[src/rtl/core/irn_pkg.sv]
// shared types, letter codes and the microcode table of the roman numeral converter
`default_nettype none

package irn_pkg;

	localparam int unsigned VALUE_W  = 12;
	localparam int unsigned SYMBOL_W = 7;
	localparam int unsigned WEIGHT_W = 10;
	localparam int unsigned PC_W     = 5;

	// ascii codes of the numeral letters
	localparam logic [SYMBOL_W-1:0] LTR_NONE = 7'h00;
	localparam logic [SYMBOL_W-1:0] LTR_I    = 7'h49;
	localparam logic [SYMBOL_W-1:0] LTR_V    = 7'h56;
	localparam logic [SYMBOL_W-1:0] LTR_X    = 7'h58;
	localparam logic [SYMBOL_W-1:0] LTR_L    = 7'h4C;
	localparam logic [SYMBOL_W-1:0] LTR_C    = 7'h43;
	localparam logic [SYMBOL_W-1:0] LTR_D    = 7'h44;
	localparam logic [SYMBOL_W-1:0] LTR_M    = 7'h4D;

	// step kinds: compare and emit the first letter, or emit the trailing letter
	typedef enum logic {
		OP_TEST,
		OP_SECOND
	} op_t;

	// one control word
	typedef struct packed {
		op_t                 op;
		logic                two_letter;
		logic [WEIGHT_W-1:0] weight;
		logic [SYMBOL_W-1:0] letter;
		logic [PC_W-1:0]     pass_pc;
		logic [PC_W-1:0]     fail_pc;
	} ucode_t;

	// datapath status seen by the sequencer
	typedef struct packed {
		logic fits;
		logic rest_zero;
		logic diff_zero;
	} dp_stat_t;

	// one character leaving the sequencer
	typedef struct packed {
		logic                emit;
		logic [SYMBOL_W-1:0] symbol;
		logic                last;
		logic                empty;
	} emit_t;

	function automatic ucode_t mk(input op_t op, input logic two, input logic [WEIGHT_W-1:0] w,
			input logic [SYMBOL_W-1:0] ltr, input logic [PC_W-1:0] pass_pc,
			input logic [PC_W-1:0] fail_pc);
		ucode_t u;
		u.op         = op;
		u.two_letter = two;
		u.weight     = w;
		u.letter     = ltr;
		u.pass_pc    = pass_pc;
		u.fail_pc    = fail_pc;
		return u;
	endfunction

	// microcode program: one test step per table entry, plus a second-letter step
	// after each subtractive pair that jumps back to retry its entry
	function automatic ucode_t ucode_rom(input logic [PC_W-1:0] pc);
		ucode_t u;
		case (pc)
			5'd0:    u = mk(OP_TEST,   1'b0, 10'd1000, LTR_M, 5'd0,  5'd1);
			5'd1:    u = mk(OP_TEST,   1'b1, 10'd900,  LTR_C, 5'd2,  5'd3);
			5'd2:    u = mk(OP_SECOND, 1'b0, 10'd0,    LTR_M, 5'd1,  5'd1);
			5'd3:    u = mk(OP_TEST,   1'b0, 10'd500,  LTR_D, 5'd3,  5'd4);
			5'd4:    u = mk(OP_TEST,   1'b1, 10'd400,  LTR_C, 5'd5,  5'd6);
			5'd5:    u = mk(OP_SECOND, 1'b0, 10'd0,    LTR_D, 5'd4,  5'd4);
			5'd6:    u = mk(OP_TEST,   1'b0, 10'd100,  LTR_C, 5'd6,  5'd7);
			5'd7:    u = mk(OP_TEST,   1'b1, 10'd90,   LTR_X, 5'd8,  5'd9);
			5'd8:    u = mk(OP_SECOND, 1'b0, 10'd0,    LTR_C, 5'd7,  5'd7);
			5'd9:    u = mk(OP_TEST,   1'b0, 10'd50,   LTR_L, 5'd9,  5'd10);
			5'd10:   u = mk(OP_TEST,   1'b1, 10'd40,   LTR_X, 5'd11, 5'd12);
			5'd11:   u = mk(OP_SECOND, 1'b0, 10'd0,    LTR_L, 5'd10, 5'd10);
			5'd12:   u = mk(OP_TEST,   1'b0, 10'd10,   LTR_X, 5'd12, 5'd13);
			5'd13:   u = mk(OP_TEST,   1'b1, 10'd9,    LTR_I, 5'd14, 5'd15);
			5'd14:   u = mk(OP_SECOND, 1'b0, 10'd0,    LTR_X, 5'd13, 5'd13);
			5'd15:   u = mk(OP_TEST,   1'b0, 10'd5,    LTR_V, 5'd15, 5'd16);
			5'd16:   u = mk(OP_TEST,   1'b1, 10'd4,    LTR_I, 5'd17, 5'd18);
			5'd17:   u = mk(OP_SECOND, 1'b0, 10'd0,    LTR_V, 5'd16, 5'd16);
			5'd18:   u = mk(OP_TEST,   1'b0, 10'd1,    LTR_I, 5'd18, 5'd18);
			default: u = mk(OP_TEST,   1'b0, 10'd1,    LTR_I, 5'd18, 5'd18);
		endcase
		return u;
	endfunction

endpackage

`default_nettype wire

[src/rtl/core/irn_dp.sv]
// remainder register with its compare and subtract
`default_nettype none

module irn_dp
	import irn_pkg::*;
(
	input  wire logic                clk,
	input  wire logic                load,
	input  wire logic [VALUE_W-1:0]  value,
	input  wire logic                sub,
	input  wire ucode_t              ctrl,
	output dp_stat_t                 stat
);

	logic [VALUE_W-1:0] rest_q;
	logic [VALUE_W-1:0] weight_ext;
	logic [VALUE_W-1:0] diff;

	// compare and subtract against the current table weight
	always_comb begin
		weight_ext     = {{(VALUE_W-WEIGHT_W){1'b0}}, ctrl.weight};
		diff           = rest_q - weight_ext;
		stat.fits      = rest_q >= weight_ext;
		stat.rest_zero = rest_q == '0;
		stat.diff_zero = diff == '0;
	end

	// remainder
	always_ff @(posedge clk) begin
		if (load) begin
			rest_q <= value;
		end else if (sub) begin
			rest_q <= diff;
		end
	end

endmodule

`default_nettype wire

[src/rtl/core/irn_seq.sv]
// microcode sequencer: step counter, control word fetch and jump logic
`default_nettype none

module irn_seq
	import irn_pkg::*;
(
	input  wire logic     clk,
	input  wire logic     arst_n,
	input  wire logic     start,
	input  wire logic     room,
	input  wire dp_stat_t stat,
	output ucode_t        ctrl,
	output logic          sub,
	output emit_t         emit,
	output logic          busy
);

	logic [PC_W-1:0] pc_q;
	logic [PC_W-1:0] pc_d;
	logic            busy_q;
	logic            busy_d;

	assign ctrl = ucode_rom(pc_q);
	assign busy = busy_q;

	// decode the current step
	always_comb begin
		pc_d        = pc_q;
		busy_d      = busy_q;
		sub         = 1'b0;
		emit.emit   = 1'b0;
		emit.symbol = ctrl.letter;
		emit.last   = 1'b0;
		emit.empty  = 1'b0;
		if (start) begin
			pc_d   = '0;
			busy_d = 1'b1;
		end else if (busy_q) begin
			case (ctrl.op)
				OP_TEST: begin
					if (stat.rest_zero) begin
						// zero input: a single empty transfer
						emit.emit   = room;
						emit.symbol = LTR_NONE;
						emit.last   = 1'b1;
						emit.empty  = 1'b1;
						busy_d      = !room;
					end else if (stat.fits) begin
						emit.emit = room;
						emit.last = !ctrl.two_letter && stat.diff_zero;
						sub       = room;
						if (room) begin
							pc_d   = ctrl.pass_pc;
							busy_d = !emit.last;
						end
					end else begin
						pc_d = ctrl.fail_pc;
					end
				end
				OP_SECOND: begin
					emit.emit = room;
					emit.last = stat.rest_zero;
					if (room) begin
						pc_d   = ctrl.pass_pc;
						busy_d = !emit.last;
					end
				end
				default: begin
					busy_d = 1'b0;
				end
			endcase
		end
	end

	// step counter and busy flag
	always_ff @(posedge clk or negedge arst_n) begin
		if (!arst_n) begin
			pc_q   <= '0;
			busy_q <= 1'b0;
		end else begin
			pc_q   <= pc_d;
			busy_q <= busy_d;
		end
	end

endmodule

`default_nettype wire

[src/rtl/core/integer_to_roman_numeral.sv]
// top level of the integer to roman numeral converter
//
// Input channel: in_valid / in_stall with the 12-bit value. Output channel:
// out_valid / out_stall carrying one ASCII letter per transfer in symbol,
// with last on the final letter. A zero value gives one transfer with
// empty_res and last set and symbol 0.
// A microcode sequencer walks the 13-entry greedy table, one step per cycle
// while no letter step waits on the output: each letter takes one step and
// each table entry that no longer fits takes one step. An input transfer
// loads the remainder register and sets busy; the sequencer then emits the
// first letter into the output register.
// in_stall is high while an item is being converted; one item at a time.
// Letters go through a single output register; when out_stall holds it
// full, a step that would emit a letter waits and nothing is lost.
// Reset (arst_n low) returns the sequencer to idle and empties the output
// register; an item in progress is dropped.
`default_nettype none

module integer_to_roman_numeral
	import irn_pkg::*;
(
	input  wire logic                clk,
	input  wire logic                arst_n,
	input  wire logic                in_valid,
	output logic                     in_stall,
	input  wire logic [VALUE_W-1:0]  value,
	output logic                     out_valid,
	input  wire logic                out_stall,
	output logic [SYMBOL_W-1:0]      symbol,
	output logic                     last,
	output logic                     empty_res
);

	logic                start;
	logic                room;
	logic                sub;
	logic                busy;
	ucode_t              ctrl;
	dp_stat_t            stat;
	emit_t               emit;
	logic                out_valid_q;
	logic [SYMBOL_W-1:0] symbol_q;
	logic                last_q;
	logic                empty_q;

	// input transfer and output register space
	assign in_stall = busy;
	assign start    = in_valid && !busy;
	assign room     = !out_valid_q || !out_stall;

	irn_seq u_seq (
		.clk    (clk),
		.arst_n (arst_n),
		.start  (start),
		.room   (room),
		.stat   (stat),
		.ctrl   (ctrl),
		.sub    (sub),
		.emit   (emit),
		.busy   (busy)
	);

	irn_dp u_dp (
		.clk   (clk),
		.load  (start),
		.value (value),
		.sub   (sub),
		.ctrl  (ctrl),
		.stat  (stat)
	);

	// output valid
	always_ff @(posedge clk or negedge arst_n) begin
		if (!arst_n) begin
			out_valid_q <= 1'b0;
		end else if (emit.emit) begin
			out_valid_q <= 1'b1;
		end else if (!out_stall) begin
			out_valid_q <= 1'b0;
		end
	end

	// output payload
	always_ff @(posedge clk) begin
		if (emit.emit) begin
			symbol_q <= emit.symbol;
			last_q   <= emit.last;
			empty_q  <= emit.empty;
		end
	end

	assign out_valid = out_valid_q;
	assign symbol    = symbol_q;
	assign last      = last_q;
	assign empty_res = empty_q;

endmodule

`default_nettype wire

[config.mk]
export PLATFORM = sky130hd
export DESIGN_NAME = integer_to_roman_numeral
export DESIGN_NICKNAME = d
export VERILOG_FILES = /design/src/rtl/core/irn_pkg.sv /design/src/rtl/core/irn_dp.sv /design/src/rtl/core/irn_seq.sv /design/src/rtl/core/integer_to_roman_numeral.sv
export SDC_FILE = /design/constraint.sdc
export NUM_CORES = 1
export LEC_CHECK = 0
export BUFFER_PORTS_ARGS = -buffer_cell sky130_fd_sc_hd__buf_2
export CORE_MARGIN = 8
export CORE_UTILIZATION = 45
export CTS_CLUSTER_DIAMETER = 100
export CTS_CLUSTER_SIZE = 8
export DETAILED_ROUTE_END_ITERATION = 12
export GPL_ROUTABILITY_DRIVEN = 0
export MAX_ROUTING_LAYER = met4
export PLACE_DENSITY_LB_ADDON = 0.3
export SETUP_SLACK_MARGIN = 0.3
export SYNTH_ARGS = -nofsm -noshare
export SYNTH_HDL_FRONTEND = slang
export SYNTH_SLANG_ARGS = --single-unit
[constraint.sdc]
create_clock -name clk -period 6.1 [get_ports clk]
set_input_delay 0.305 -clock clk [delete_from_list [all_inputs] [get_ports clk]]
set_output_delay 0.305 -clock clk [all_outputs]
set_load 0.005 [all_outputs]
* Word-level counts from Yosys, hierarchy flattened
Memories as Yosys holds them, arrays and structs flattened.
Index checks and enable logic that the tools add are counted.
** Cells by class
- Add/subtract/negate cells :: 1
- Multipliers :: 0
- Div/mod/pow operators :: 0
- $lt $le $gt $ge :: 1
- Equal/unequal tests :: 2
- Shifts and indexed selects :: 0
- Muxes and demuxes :: 33
- Bitwise logic cells :: 2
- Reductions and logical operators :: 17
** Operators with widths (count)
- $mux W5 :: 5
- $logic_not A12 Y1 :: 2
- $mux W12 :: 2
- $mux W10 :: 2
- $mux W1 :: 18
- $mux W7 :: 2
- $ge A12 B10 Y1 :: 1
- $sub A12 B10 Y12 :: 1
- $pmux W5 S2 :: 1
- $logic_not A1 Y1 :: 7
- $pmux W1 S2 :: 3
- $reduce_bool A2 Y1 :: 2
- $ne A3 B3 Y1 const B :: 1
- $reduce_or A3 Y1 :: 1
- $logic_and A1 B1 Y1 :: 2
- $ne A2 B1 Y1 const B :: 1
- $not A1 Y1 :: 2
- $reduce_and A2 Y1 :: 1
- $reduce_or A2 Y1 :: 1
- $logic_or A1 B1 Y1 :: 1
** Storage, ports and cells
- Flip-flop bits (word level) :: 28
- Latch bits :: 0
- Bits in writable memories :: 0
- ROM bits :: 864
- Output and inout bits :: 11
- Word-level logic and storage cells :: 64
- Memories kept :: 1
** Memory list
- (name not given) :: words 32, bits a word 27, rd ports 1, clocked after Yosys merged registers in 0, wr ports 0, line irn_pkg.sv:69 : case (pc)

* Depth between registers and ports, before layout
Gate-level depths: netlist of the first run.
An unclocked memory read counts as a cell.
- Word-level depth :: 11
- Gate-level depth with buffers :: 16

* Cells and area by module
From an unflattened synthesis of the first run, not the netlist that was laid out.
** Second synthesis, totals
- Cells, all modules :: 343
- Area, all modules :: 2826.5 um2
** By module, submodules not included
- irn_seq :: instances 1, cells each 199, area each 1362.6 um2
- irn_dp :: instances 1, cells each 131, area each 1151.1 um2
- integer_to_roman_numeral :: instances 1, cells each 13, area each 312.8 um2

* Worst setup path after synthesis of the first run
Ideal clock, no wire load.
- Kind :: flip-flop to flip-flop
- Start :: register u_seq.pc_q[3]
- End :: register u_dp.rest_q[0], enable pin
- Data arrival time :: 3.924 ns
- Setup slack :: 1.759 ns
- Stages on the path, launching flop included :: 14
- Buffers on the path :: 5
- Cells stage by stage :: dfrtp_1 > buf_2 > buf_1 > clkbuf_1 > buf_1 > xor2_1 > o21ai_0 > nand2_1 > ha_1 > clkbuf_1 > a21oi_1 > a21oi_1 > a211oi_2 > o41ai_1
** Between the ends
- Cells in the longest elaborated chain, start to end :: 8
** Ends and longest elaborated chain
- start: declaration :: line irn_seq.sv:18 : logic [PC_W-1:0] pc_q;
- start signal: assignment :: line irn_seq.sv:81 : pc_q <= pc_d;
- $mem_v2 Z32 W27 (*)
- $ge A12 B10 Y1 :: line irn_dp.sv:23 : stat.fits = rest_q >= weight_ext;
- $mux W1 :: line irn_seq.sv:48 : end else if (stat.fits) begin
- $mux W1 :: line irn_seq.sv:41 : if (stat.rest_zero) begin
- $mux W1 (*) :: line irn_seq.sv:39 : case (ctrl.op)
- $mux W1 (*) :: line irn_seq.sv:38 : end else if (busy_q) begin
- $mux W1 (*) :: line irn_seq.sv:35 : if (start) begin
- $reduce_bool A2 Y1 (no line) (*)
- end signal: assignment :: line irn_dp.sv:31 : rest_q <= value;
- end signal: assignment :: line irn_dp.sv:33 : rest_q <= diff;
- end: declaration :: line irn_dp.sv:15 : logic [VALUE_W-1:0] rest_q;
Every way passes the cells marked *; elsewhere a longest branch is shown, timed or not.
A chain may end at the register's enable or synchronous reset.

* Worst setup path in the final report of the first run
- Start :: register u_seq.pc_q[2]
- End :: register last_q, in the netlist last, data pin
** Between the ends
- Cells in the longest elaborated chain, start to end :: 7
** Ends and longest elaborated chain
- $mem_v2 Z32 W27 (*)
- $sub A12 B10 Y12 :: line irn_dp.sv:22 : diff = rest_q - weight_ext;
- $logic_not A12 Y1 :: line irn_dp.sv:25 : stat.diff_zero = diff == '0;
- $logic_and A1 B1 Y1 :: line irn_seq.sv:50 : emit.last = !ctrl.two_letter && stat.diff_zero;
- $mux W1 :: line irn_seq.sv:48
- $mux W1 :: line irn_seq.sv:41
- $pmux W1 S2 (*) :: line irn_seq.sv:39
- end signal: assignment :: line integer_to_roman_numeral.sv:87 : last_q <= emit.last;
- end: declaration :: line integer_to_roman_numeral.sv:43 : logic last_q;
Marks and branches as above.

==> results of run 1 <==
==> flip-flops by register name, summed over array words and instances, names as in the netlist <==
register     count
u_dp.rest_q     12
u_seq.busy       1
symbol           6
empty_res        1
out_valid        1
last             1
u_seq.pc_q       5
==> worst max-delay path: stages (launching register included) <==
cell and delay, ns:
sky130_fd_sc_hd__dfrtp_1 1.01, sky130_fd_sc_hd__inv_1 0.56, sky130_fd_sc_hd__o21ai_0 0.34, sky130_fd_sc_hd__ha_1 0.23, sky130_fd_sc_hd__inv_1 0.07, sky130_fd_sc_hd__fa_1 0.46
sky130_fd_sc_hd__a211oi_4 0.30, sky130_fd_sc_hd__nor2_1 0.10, sky130_fd_sc_hd__xnor2_1 0.19, sky130_fd_sc_hd__nor4b_2 0.28, sky130_fd_sc_hd__nand4b_1 0.15, sky130_fd_sc_hd__o41ai_2 0.39
sky130_fd_sc_hd__and2_1 0.17
==> cell type report <==
type | count | area, µm² | share of cell area
Clock buffer | 3 | 41.3 | 0.0146
Inverter | 9 | 33.8 | 0.0120
Multi-Input combinational cell | 266 | 1730 | 0.610
Sequential cell | 27 | 776 | 0.274
Clock inverter | 1 | 6.26 | 0.00221
Timing Repair Buffer | 28 | 150 | 0.0531
Tap cell | 75 | 93.8 | 0.0332
==> through the flow <==
stage / util / area (µm²) / hold WS (ns) / worst slack (ns)
after floorplan: - / 2640 / 0.00941 / 1.76
after global placement: 0.479 / 2770 / 0.153 / 1.94
after detailed placement: 0.479 / 2770 / 0.152 / 1.87
after CTS: 0.489 / 2830 / 0.243 / 1.80
after global routing: 0.489 / 2830 / 0.251 / 1.39
final: 0.489 / 2830 / 0.246 / 1.72
==> metal layers <==
layer	part of all wire	vias up	wire length, µm
met5	0	-	0
met4	0.026	0	177
met3	0.058	14	398
met2	0.49	106	3340
met1	0.43	1168	2970
li1	-	1227	-
==> cells in the mapped netlist, drive strengths merged (2+ instances only) <==
master,n
a41oi,3
buf,9
o211ai,6
nand4,4
xor2,4
nand3,8
xnor2,4
nor2b,5
o21bai,2
ha,18
clkbuf,15
a311oi,4
a2111oi,2
nor2,26
and2,2
edfxtp,20
o22ai,2
mux2i,3
nand2b,4
and3,5
nand2,47
inv,8
a221oi,2
dfrtp,7
nor3,7
a31oi,5
a21o,5
o2111ai,3
nor4,3
o41ai,3
o21a,4
a211oi,3
a21oi,31
o21ai,31
a211o,2
==> what timing repair did <==
| action | CTS | global route |
|---|---|---|
| setup buffers | 0 | 0 |
| hold endpoints to repair | 7 | 0 |
| hold buffers | 1 | 0 |
==> logic make-up after synthesis <==
kind of cell	after synthesis	synth area share
AOI/OAI and AO/OA	116	0.297
xor gates and xnor gates	8	0.0265
adders and majority gates	19	0.0928
buffers and inverters	33	0.0559
DFF	27	0.294
muxes	5	0.0242
other	1	0.00142
and+or+nand+nor	117	0.209
==> path summary, 6_finish.rpt <==
kind / endpoint / depth (start not counted) / slack, ns / startpoint
worst max-delay path: last$_SDFFCE_PP0P_ / 12 / 1.72 / u_seq.pc_q[2]$_DFFE_PN0P_
worst max register to register: last$_SDFFCE_PP0P_ / 12 / 1.72 / u_seq.pc_q[2]$_DFFE_PN0P_
min in group asynchronous: u_seq.pc_q[2]$_DFFE_PN0P_ / 2 / 0.38 / arst_n
worst min-delay path: out_valid$_DFFE_PN0P_ / 2 / 0.25 / out_stall
worst min register to register: out_valid$_DFFE_PN0P_ / 1 / 0.51 / out_valid$_DFFE_PN0P_
max in group asynchronous: u_seq.pc_q[3]$_DFFE_PN0P_ / 2 / 5.57 / arst_n
==> impl.org, run 1 <==
** Detailed routing
- Aggregate routed wire length :: around 6900 µm
- The detail route stage leaves a number of antenna-violating nets equal to 0.
- Number of iterations in the first detailed-routing pass :: 4
- Average vias per placed instance :: about 6
- After the first detailed-routing iteration, the DRC count stood at a little over 200.
- Total DRC errors in the routed layout :: 0
- Routed wire per std cell :: ~17 µm
- Detailed routing inserted a total of 2515 vias.

** Synth
- The largest total area in the synthesized netlist belongs to sky130_fd_sc_hd__edfxtp_1.
- #FFs+latches synth :: 27
- The share of the Yosys chip area taken by registers is 0.294.
- Number of standard cells after synthesis :: between 300 and 400
- The most used flip-flop cell after synthesis is sky130_fd_sc_hd__edfxtp_1.
- After synthesis the cells add up to 2640 µm².
- Mean cell area of the mapped netlist :: 8.10 µm²
- Of all flip-flops after synthesis, the portion carrying an async set or reset was 0.259.
- Net count after synthesis :: 361
- Share of Yosys cell area claimed by the top area cell type :: 0.227
- Distinct cell type count of the synthesized netlist :: 64
- During synthesis, Yosys emitted a total of 0 warnings.
- Cell types with the largest area share after synthesis :: sky130_fd_sc_hd__edfxtp_1, sky130_fd_sc_hd__ha_1, sky130_fd_sc_hd__dfrtp_1
- Yosys mapped a number of flops with a built-in enable equal to 20.

** Timing
- Headroom to the max-slew limit came out at 0.335.
- Slew @ Worst Pin :: about 1.0 ns
- Accumulated negative setup slack :: 0 ns
- Shortest clock period the worst path allows after layout :: 4.38 ns
- Fin Clk Skew :: ~0.0081 ns
- Maximum achievable frequency :: roughly 0.23 GHz
- Setup repair after global routing missed its margin :: no
- Of the available clock period, the critical path in the final layout requires 0.718.
- The final count of hold timing violations was 0.
- Finish-stage setup viols :: 0
- The count of pins over their slew limit came to 0.

** Run
- Max Cap Viol :: 0

** Die
- The floorplan step defined a core boundary enclosing approximately 5800 µm².
- Floorplan die width :: just over 90 µm
- During I/O placement, the number of pins put on the boundary was 27.
- Number of placement rows :: 28
- For this configuration, the core starts out at a cell density of 0.457.
- From bottom edge to top edge, the die measures approximately 90 µm.
- The floorplan step defined a die boundary enclosing between 8000 and 9000 µm².

** Clock network
- Clock-pin slew was measured on the worst setup and hold paths at about 0.090 ns.
- Clock tree from TritonCTS :: done
- In this run the number of H-tree levels came out at 1.
- Counting along the longest clock path gives a buffer depth of 2.
- The root buffer cell chosen for the clock tree is sky130_fd_sc_hd__clkbuf_8.
- Buffers inserted during clock tree synthesis total 3.
- For this design, the sink count on the clock tree is 27.
- Once the clock tree was built, the resizer swapped 0 gates to a different size.
- Clock latency on the worst-skew pair, taken at its later pin, is ~0.28 ns.

** GRT
- In the global route stage, met2 resource usage came out at 0.283.
- met2 is the most crowded layer.
- The number of global-route vias before repair was 2414.
- The first global-routing pass estimated roughly 12000 µm of wire.
- Total congestion overflow :: 0
- The number of antenna violations at the first check in global routing came to 0.
- Entering global routing, the biggest net connects 38 pins.
- In the global route stage, met3 resource usage came out at 0.0291.
- Combined global-route utilization of all metal layers :: 0.169
- Met1 track utilization from global routing :: 0.198

** Worst hold path
- Worst Hold Class :: input pin to flop

** Finish
- Share of cells above drive strength 1 :: 0.129
- The filler cells instantiated in the layout total 561.
- Net count reported at finish :: 370
- Non-Filler Instances :: between 400 and 500
- The repair_antennas step left the layout with diodes totalling 0.
- From synthesis to final layout, the design area changed by 7.01%.
- Commonest cells after routing, fill and taps aside :: sky130_fd_sc_hd__nand2_1, sky130_fd_sc_hd__a21oi_1, sky130_fd_sc_hd__nor2_1, sky130_fd_sc_hd__buf_2, sky130_fd_sc_hd__o21ai_0
- Most common library cell in the layout ignoring fill and taps :: sky130_fd_sc_hd__nand2_1

** Placed design
- The HPWL after detailed placement is roughly 5200 µm.
- Number of cells after detailed placement :: around 400
- Count of input and output buffers :: 25

** Critical path
- Data required, critical path :: between 6 and 7 ns
- Critical path arrival :: about 4.5 ns
- The worst setup path is of the flop to flop kind.
- Worst Setup End Kind :: flop
- Startpoint Class :: flop
- Highest fanout seen on the critical path :: 31

** Status
- The flow ran to the end, and the final reports show no timing, DRC or antenna violations.
Power of run 1 is left out: the tool's default activity adds up to more than one toggle a clock period on the data nets, which glitch-free logic cannot reach.
==> inputs of run 2 (changes only) <==
Settings changed: ABC_AREA set to 1.
Clock period 6.1 ns to 3.7 ns, I/O delays scaled along.
==> run 2 against run 1 <==
  * Global-route usage grew 0.37 points
  * Setup slack lost 1.2 ns
  * Highest routed layer unchanged
  * Synthesized area shrank 3.6%
  * Cell count grew 19%
  * Clock skew is essentially flat
  * First-iteration DRC count shrank 4.3%
  * Wire length shrank 0.60%
  * Core utilization grew 3.3 points
  * Die area shrank 3.0%
  * Register-to-register slack lost 1.2 ns
==> impl.org, run 2 <==
** Timing
- Final Hold Fails :: 0
- Worst hold slack :: between 0.15 and 0.2 ns
- Subtracting the final worst setup slack from the clock period gives 3.14 ns.
- Dividing the final minimum period by the clock period gives 0.849.
- Finish-stage setup viols :: 0
- Once routing completed, OpenROAD measured the worst setup slack at about 0.56 ns.
- The count of pins over their slew limit came to 0.
- Derived from the worst setup path, the maximum achievable clock frequency is around 0.32 GHz.
- Fin Clk Skew :: just under 0.008 ns
- Setup repair after global routing left no endpoint under its margin.
- Accumulated negative setup slack :: 0 ns

** Clock network
- H-tree depth reported by CTS :: 1
- Total clock buffers created by CTS :: 3
- For the worst-skew pair, the clock arrives at the later sink with an insertion delay of about 0.28 ns.
- Cell at the root of the clock tree :: sky130_fd_sc_hd__clkbuf_8
- Counting along the longest clock path gives a buffer depth of 2.
- After clock tree synthesis, the setup repair step added 0 buffers.
- Clock transition time at the flip-flop clock pins of the worst setup and hold paths :: between 0.1 and 0.15 ns
- Clock tree from TritonCTS :: done
- For this design, the sink count on the clock tree is 27.

** Worst hold path
- The startpoint identified for the worst hold timing path is value[6].
- The path class of the tightest hold or removal check is input pin to flop.

** Detailed routing
- Via count :: between 2000 and 3000
- The count of nets left with antenna violations once routing finished came out at 0.
- Number of iterations in the first detailed-routing pass :: 5
- For this run, design rule violations remaining after detail routing come to 0.
- Initial drt markers :: between 150 and 200
- Summed over all layers, the routed wires come to roughly 6800 µm.
- After detailed routing, the average wire length per cell comes to approximately 14 µm.
- Average vias per placed instance :: roughly 5.6

** Finish
- Share of cells above drive strength 1 :: 0.133
- Leaving out fill and tap cells, the most frequent cell in the layout is sky130_fd_sc_hd__nand2_1.
- Fill cells :: about 550
- ANT cells :: 0
- The final layout contains approximately 450 nets.
- Register ranked first by flip-flop count :: u_dp.rest_q
- Max reg flops :: 12
- Post-layout utilization of the core :: 0.522
- Commonest cells after routing, fill and taps aside :: sky130_fd_sc_hd__nand2_1, sky130_fd_sc_hd__inv_1, sky130_fd_sc_hd__nand3_1, sky130_fd_sc_hd__nor2_1, sky130_fd_sc_hd__buf_2
- The area growth from synthesis to layout is 12.2%.

** Die
- After floorplanning, the core was sized to cover about 5500 µm².
- In this run the count of I/O pins placed on the die edge is 27.
- Measured along the y axis, the die boundary spans 91.2 µm.
- In this run the horizontal extent of the chip is approximately 91 µm.
- The floorplan has 27 rows.
- Die outline area :: approximately 8300 µm²
- Effective utilization at floorplan :: 0.465

** Critical path
- Data required, critical path :: ~3.8 ns
- The signal on the critical path passes through inv_2 -> ha_1 -> nand2_1 -> o21ai_2 -> o21ai_0 -> ha_1 -> buf_4 -> or2_2 -> nand3_1 -> nand3b_1 -> nand2_1 -> nand3_1 -> nor2_1 -> nand3_1 -> a21oi_1.
- In this design, the critical path's most frequently occurring cell is sky130_fd_sc_hd__nand3_1.
- The worst setup path is of the flop to flop kind.
- In this run the worst path has a maximum fanout of 7.
- Among all stages on the critical path, the largest delay is contributed by sky130_fd_sc_hd__dfrtp_1.
- Startpoint Class :: flop
- Worst reg2reg path startpoint :: u_seq.pc_q[1]$_DFFE_PN0P_
- The worst setup path is captured at a flop.
- Critical path arrival :: between 3 and 4 ns
- In this design, the stage delay of the slowest critical-path cell is 0.46 ns.
- The most critical setup path has its startpoint at u_seq.pc_q[1]$_DFFE_PN0P_.
- The critical path contains buffers and inverters numbering 2 combined.
- Broken down by cell family, the worst path's largest delay share belongs to simple AND/OR/NAND/NOR gates.

** Status
- Outcome :: complete, no violations

** Run
- Max-cap violations in this run came to 0.

** Synth
- Number of enable-type register cells in the synthesized netlist :: 20
- In the synthesized netlist the dominant register cell turns out to be sky130_fd_sc_hd__edfxtp_1.
- The synthesized design spends more area on one cell type than any other, namely sky130_fd_sc_hd__edfxtp_1.
- The synthesized netlist contains 31 unique library cells.
- Total number of yosys warnings :: 0
- Async set or reset register ratio after synthesis :: 0.259
- Most numerous cell in the Yosys netlist :: sky130_fd_sc_hd__nand2_1
- Mapped Area :: 2550 µm²
- Share of Yosys cell area claimed by the top area cell type :: 0.236
- Of the synthesized area, sequential elements account for 0.305.
- #FFs+latches synth :: 27
- Cell types with the largest area share after synthesis :: sky130_fd_sc_hd__edfxtp_1, sky130_fd_sc_hd__nand2_1, sky130_fd_sc_hd__ha_1
- Synthesis produced slightly below 400 cells.
- The number of nets in the synthesized netlist is 420.
- Averaged over all synthesized cells, the footprint is between 6 and 7 µm².
- Top cell types by occurrence after synthesis :: sky130_fd_sc_hd__nand2_1, sky130_fd_sc_hd__inv_1, sky130_fd_sc_hd__nand3_1, sky130_fd_sc_hd__nor2_1, sky130_fd_sc_hd__o21ai_0

** GRT
- For this run, the total global-route usage over all layers was measured as 0.173.
- Total congestion overflow :: 0
- First-pass GRT wire length :: roughly 12000 µm
- Entering global routing, the biggest net connects 22 pins.
- The number of global-route vias before repair was around 2500.
- Number of antenna violations at the first check in global routing :: 0

** Placed design
- Count of input and output buffers :: 25
- Setup WS pre-CTS :: 0.0543 ns
- Detail Placement HPWL :: 5500 µm
run 2: cell count changes after synthesis, sizes merged, moves of 10 or more:
cell	change
inv	+42
clkbuf	-10
a21oi	-13
nor2	+14
nand3	+36
nand2	+66
run 2: cell families (layout without fill, tap and decap cells):
group / Yosys count / after routing / synth area share
and+or+nand+nor: 216 / 216 / 0.367
buffers and inverters: 61 / 89 / 0.0958
AOI/OAI and AO/OA: 60 / 60 / 0.132
DFF: 27 / 27 / 0.305
adders and majority gates: 19 / 19 / 0.0963
other: 1 / 1 / 0.00147
xor gates and xnor gates: 1 / 1 / 0.00344
run 2: what timing repair did:
action | 4_1_cts | 5_1_grt
cloned | 0 | 0
hold endpoints to repair | 7 | 0
resized for setup | 1 | 9
hold buffers | 1 | 0
endpoints found under the setup margin | 8 | 27
run 2: through the flow:
| step | cells | cell area [µm²] |
|---|---|---|
| after CTS | 485 | 2840 |
| final | 485 | 2860 |
| after detailed placement | 480 | 2770 |
| after floorplan | 385 | 2550 |
| after global placement | 480 | 2770 |
| after global routing | 485 | 2860 |
run 2: routing by layer:
layer	wire length [µm]	vias up	GRT usage
li1	-	1337	-
met1	2930	1244	0.205
met2	3220	124	0.288
met3	453	21	0.0206
met4	247	0	0.0764
met5	0	-	-
run 2: path summary, 6_finish.rpt:
kind                                              to  slack [ns]  depth (start not counted)
max                               last$_SDFFCE_PP0P_        0.56                         15
min                         u_dp.rest_q[6]$_DFFE_PP_        0.17                          3
max reg2reg                       last$_SDFFCE_PP0P_        0.56                         15
min reg2reg                     u_seq.busy$_DFF_PN0_        0.61                          2
max in group asynchronous  u_seq.pc_q[0]$_DFFE_PN0P_        3.26                          2
min in group asynchronous  u_seq.pc_q[4]$_DFFE_PN0P_        0.26                          2
run 2: worst reg2reg max path, delay by kind of cell (launching register included):
| kind | cells | cell delay [ns] |
|---|---|---|
| buffers and inverters | 2 | 0.33 |
| AOI/OAI and AO/OA | 3 | 0.52 |
| DFF | 1 | 0.46 |
| adders and majority gates | 2 | 0.55 |
| and+or+nand+nor | 8 | 1.14 |
run 2: layout make-up:
cell class / count / area (µm²) / area share
clock inverters: 1 / 7.51 / 0.00263
clock buffers: 3 / 41.3 / 0.0144
flip-flops and latches: 27 / 777 / 0.272
well taps: 72 / 90.1 / 0.0315
inverters: 50 / 188 / 0.0657
repair buffers: 35 / 203 / 0.0709
multi-input cells: 297 / 1550 / 0.543
Power of run 2 is left out for the same reason.
==> inputs of run 3 (changes only) <==
Clock period 3.7 ns to 2.7 ns, I/O delays scaled along.
==> run 3 against run 2 <==
  * Hold slack worse by 0.056 ns
  * Core utilization is 21 points higher
  * Critical path depth is 4 higher
  * The run now ends with setup timing left
  * Non-clock buffer count is 71 higher
  * Cell count is 15% higher
  * Clock skew is 0.0076 ns higher
  * Count of clock-buffer cells in the layout stayed put
  * Register-to-register slack worse by 0.68 ns
  * Maximum frequency is 11% higher
  * Global-route usage is 4.0 points higher
==> impl.org, run 3 (same netlist as run 2, synthesis figures left out) <==
** Detailed routing
- Aggregate routed wire length :: 9440 µm
- Routed wire per std cell :: 16.9 µm
- Via count :: about 3100
- Initial drt markers :: approximately 230
- Number of iterations in the first detailed-routing pass :: 5
- Average vias per placed instance :: between 5 and 6
- In the routed design, unresolved DRC markers number 0.
- The detail route stage leaves a number of antenna-violating nets equal to 0.

** Critical path
- Slowest-stage cell, CP :: sky130_fd_sc_hd__dfrtp_2
- The signal on the critical path passes through inv_4 -> buf_6 -> o21ai_2 -> inv_2 -> buf_4 -> o211ai_1 -> ha_1 -> nand2_2 -> inv_1 -> nand2_1 -> nand2_2 -> nand2_1 -> nand4_1 -> buf_6 -> buf_4 -> nand2_1 -> nor2_1 -> nand3_2 -> a21oi_2.
- At the worst endpoint, the required time is between 2 and 3 ns.
- Combined buffer and inverter count along the critical path :: 7
- STA classifies the critical path endpoint as a flop.
- Startpoint Class :: flop
- Data on the critical path arrives at its endpoint at 2.85 ns.
- Type of the worst setup path :: flop to flop
- Maximum cell stage delay along the critical path :: approximately 0.47 ns
- By instance count, the cell type seen most on the critical path is sky130_fd_sc_hd__nand2_1.
- In this design, the largest share of critical-path delay is due to buffers and inverters.
- Along the worst path, the maximum fanout reaches 4.

** Die
- Effective utilization at floorplan :: 0.465
- In this run the horizontal extent of the chip is 91.2 µm.
- Number of placed I/O pins :: 27
- The die covers ~8300 µm².
- The floorplan has 27 rows.
- The floorplan step set the die height to between 90 and 100 µm.
- Std-Cell Core Area :: 5470 µm²

** Clock network
- The tree is rooted in a sky130_fd_sc_hd__clkbuf_8.
- H-tree depth reported by CTS :: 1
- Worst skew pair latency :: just under 0.3 ns
- Clock-pin slew was measured on the worst setup and hold paths at 0.12 ns.
- Max Root-Sink Buffers :: 2
- Clock tree from TritonCTS :: done
- Number of sinks on the clock net :: 27
- TritonCTS created 3 clock buffers.

** Finish
- The number of antenna diodes in the final layout is 0.
- After routing the design area is roughly 4000 µm².
- Share of cells above drive strength 1 :: 0.475
- Once layout is complete, the utilization of the core stands at 0.731.
- Non-Filler Instances :: approximately 560
- The library cell used most frequently in the layout, excluding fill and tap cells, is sky130_fd_sc_hd__nand2_1.
- Relative area change from synthesis to final layout :: 57.1%
- Max reg flops :: 12
- Net count reported at finish :: approximately 520
- u_dp.rest_q holds more flip-flops than any other register.
- After filler insertion, the fill cell instance count of the layout stands at roughly 430.
- Commonest cells after routing, fill and taps aside :: sky130_fd_sc_hd__nand2_1, sky130_fd_sc_hd__buf_4, sky130_fd_sc_hd__inv_1, sky130_fd_sc_hd__nand2_2, sky130_fd_sc_hd__nor2_1

** Worst hold path
- Worst Hold Class :: input pin to flop

** Timing
- Slew Viols, Final :: 0
- Finish-stage setup viols :: 15
- On the final layout, the worst clock skew is 0.0153 ns.
- Dividing the final minimum period by the clock period gives 1.04.
- At the pin with the least slew margin, the transition time is ~0.64 ns.
- The final count of hold timing violations was 0.
- Setup repair after global routing missed its margin :: yes
- Setup slack on the critical path of the routed design comes to -0.117 ns.
- Max transition margin :: 0.575
- Maximum achievable frequency :: roughly 0.35 GHz
- Shortest clock period the worst path allows after layout :: 2.82 ns

** Placed design
- Number of cells after detailed placement :: approximately 530
- During placement, the flow inserted port buffers numbering 25.
- Setup WS pre-CTS :: -0.143 ns
- The wire-length estimate of the detail-placed layout is between 6000 and 7000 µm.
- Post-DP Area :: ~3300 µm²

** Status
- Failing checks :: setup timing
- Outcome :: complete, but fails checks

** GRT
- Via count of the first global-routing pass :: 2998
- Total congestion overflow :: 0
- In the global route stage, overall resource usage came out at 0.213.
- Number of antenna violations at the first check in global routing :: 0
- Entering global routing, the biggest net connects 17 pins.
- The first global-routing pass estimated 14100 µm of wire.

** Run
- Across the run, the number of max-cap violations was 0.
-- run 3: per-layer routing --
| layer | global-route usage | wire [µm] |
|---|---|---|
| met1 | 0.235 | 3590 |
| met4 | 0.0955 | 381 |
| met2 | 0.381 | 4850 |
| met3 | 0.0189 | 614 |
| met5 | - | 0 |
-- run 3: final timing paths --
| path | from | cells after the start | endpoint | slack (ns) |
|---|---|---|---|---|
| max in group asynchronous | arst_n | 2 | out_valid$_DFFE_PN0P_ | 2.30 |
| min in group asynchronous | arst_n | 2 | u_seq.pc_q[3]$_DFFE_PN0P_ | 0.20 |
| setup reg to reg | u_seq.pc_q[0]$_DFFE_PN0P_ | 19 | last$_SDFFCE_PP0P_ | -0.12 |
| hold reg to reg | u_seq.busy$_DFF_PN0_ | 2 | u_seq.busy$_DFF_PN0_ | 0.61 |
| setup / recovery | u_seq.pc_q[0]$_DFFE_PN0P_ | 19 | last$_SDFFCE_PP0P_ | -0.12 |
| hold / removal | value[0] | 3 | u_dp.rest_q[0]$_DFFE_PP_ | 0.12 |
-- run 3: worst reg2reg max path, stage by stage (launching register included) --
cell                       delay, ns
sky130_fd_sc_hd__dfrtp_2        0.47
sky130_fd_sc_hd__inv_4          0.07
sky130_fd_sc_hd__buf_6          0.12
sky130_fd_sc_hd__o21ai_2        0.12
sky130_fd_sc_hd__inv_2          0.05
sky130_fd_sc_hd__buf_4          0.13
sky130_fd_sc_hd__o211ai_1       0.17
sky130_fd_sc_hd__ha_1           0.34
sky130_fd_sc_hd__nand2_2        0.12
sky130_fd_sc_hd__inv_1          0.05
sky130_fd_sc_hd__nand2_1        0.10
sky130_fd_sc_hd__nand2_2        0.08
sky130_fd_sc_hd__nand2_1        0.08
sky130_fd_sc_hd__nand4_1        0.13
sky130_fd_sc_hd__buf_6          0.17
sky130_fd_sc_hd__buf_4          0.13
sky130_fd_sc_hd__nand2_1        0.06
sky130_fd_sc_hd__nor2_1         0.05
sky130_fd_sc_hd__nand3_2        0.08
sky130_fd_sc_hd__a21oi_2        0.05
-- run 3: stage by stage --
step | hold WS (ns) | setup TNS [ns]
4_1_cts | 0.125 | -1.19
3_5_place_dp | -0.0128 | -2.15
6_report | 0.117 | -1.31
3_3_place_gp | -0.0138 | -0.494
5_1_grt | 0.138 | -6.07
2_1_floorplan | -0.161 | 0
-- run 3: area by class of cell --
type	instances	area [µm²]	area share
multi-input combinational	299	2080	0.521
timing repair buffer	106	801	0.200
sequential	27	779	0.195
inverter	50	198	0.0494
tap	72	90.1	0.0225
clock buffer	3	41.3	0.0103
clock inverter	1	7.51	0.00188
-- run 3: what timing repair did --
item | in CTS | in global routing
buffers inserted | 17 | 6
pin swaps | 53 | 34
setup endpoints to repair | 37 | 37
endpoints found under the hold margin | 7 | 0
gates cloned | 2 | 0
hold buffers | 1 | 0
gates resized for setup | 68 | 69
Power of run 3 is left out for the same reason.
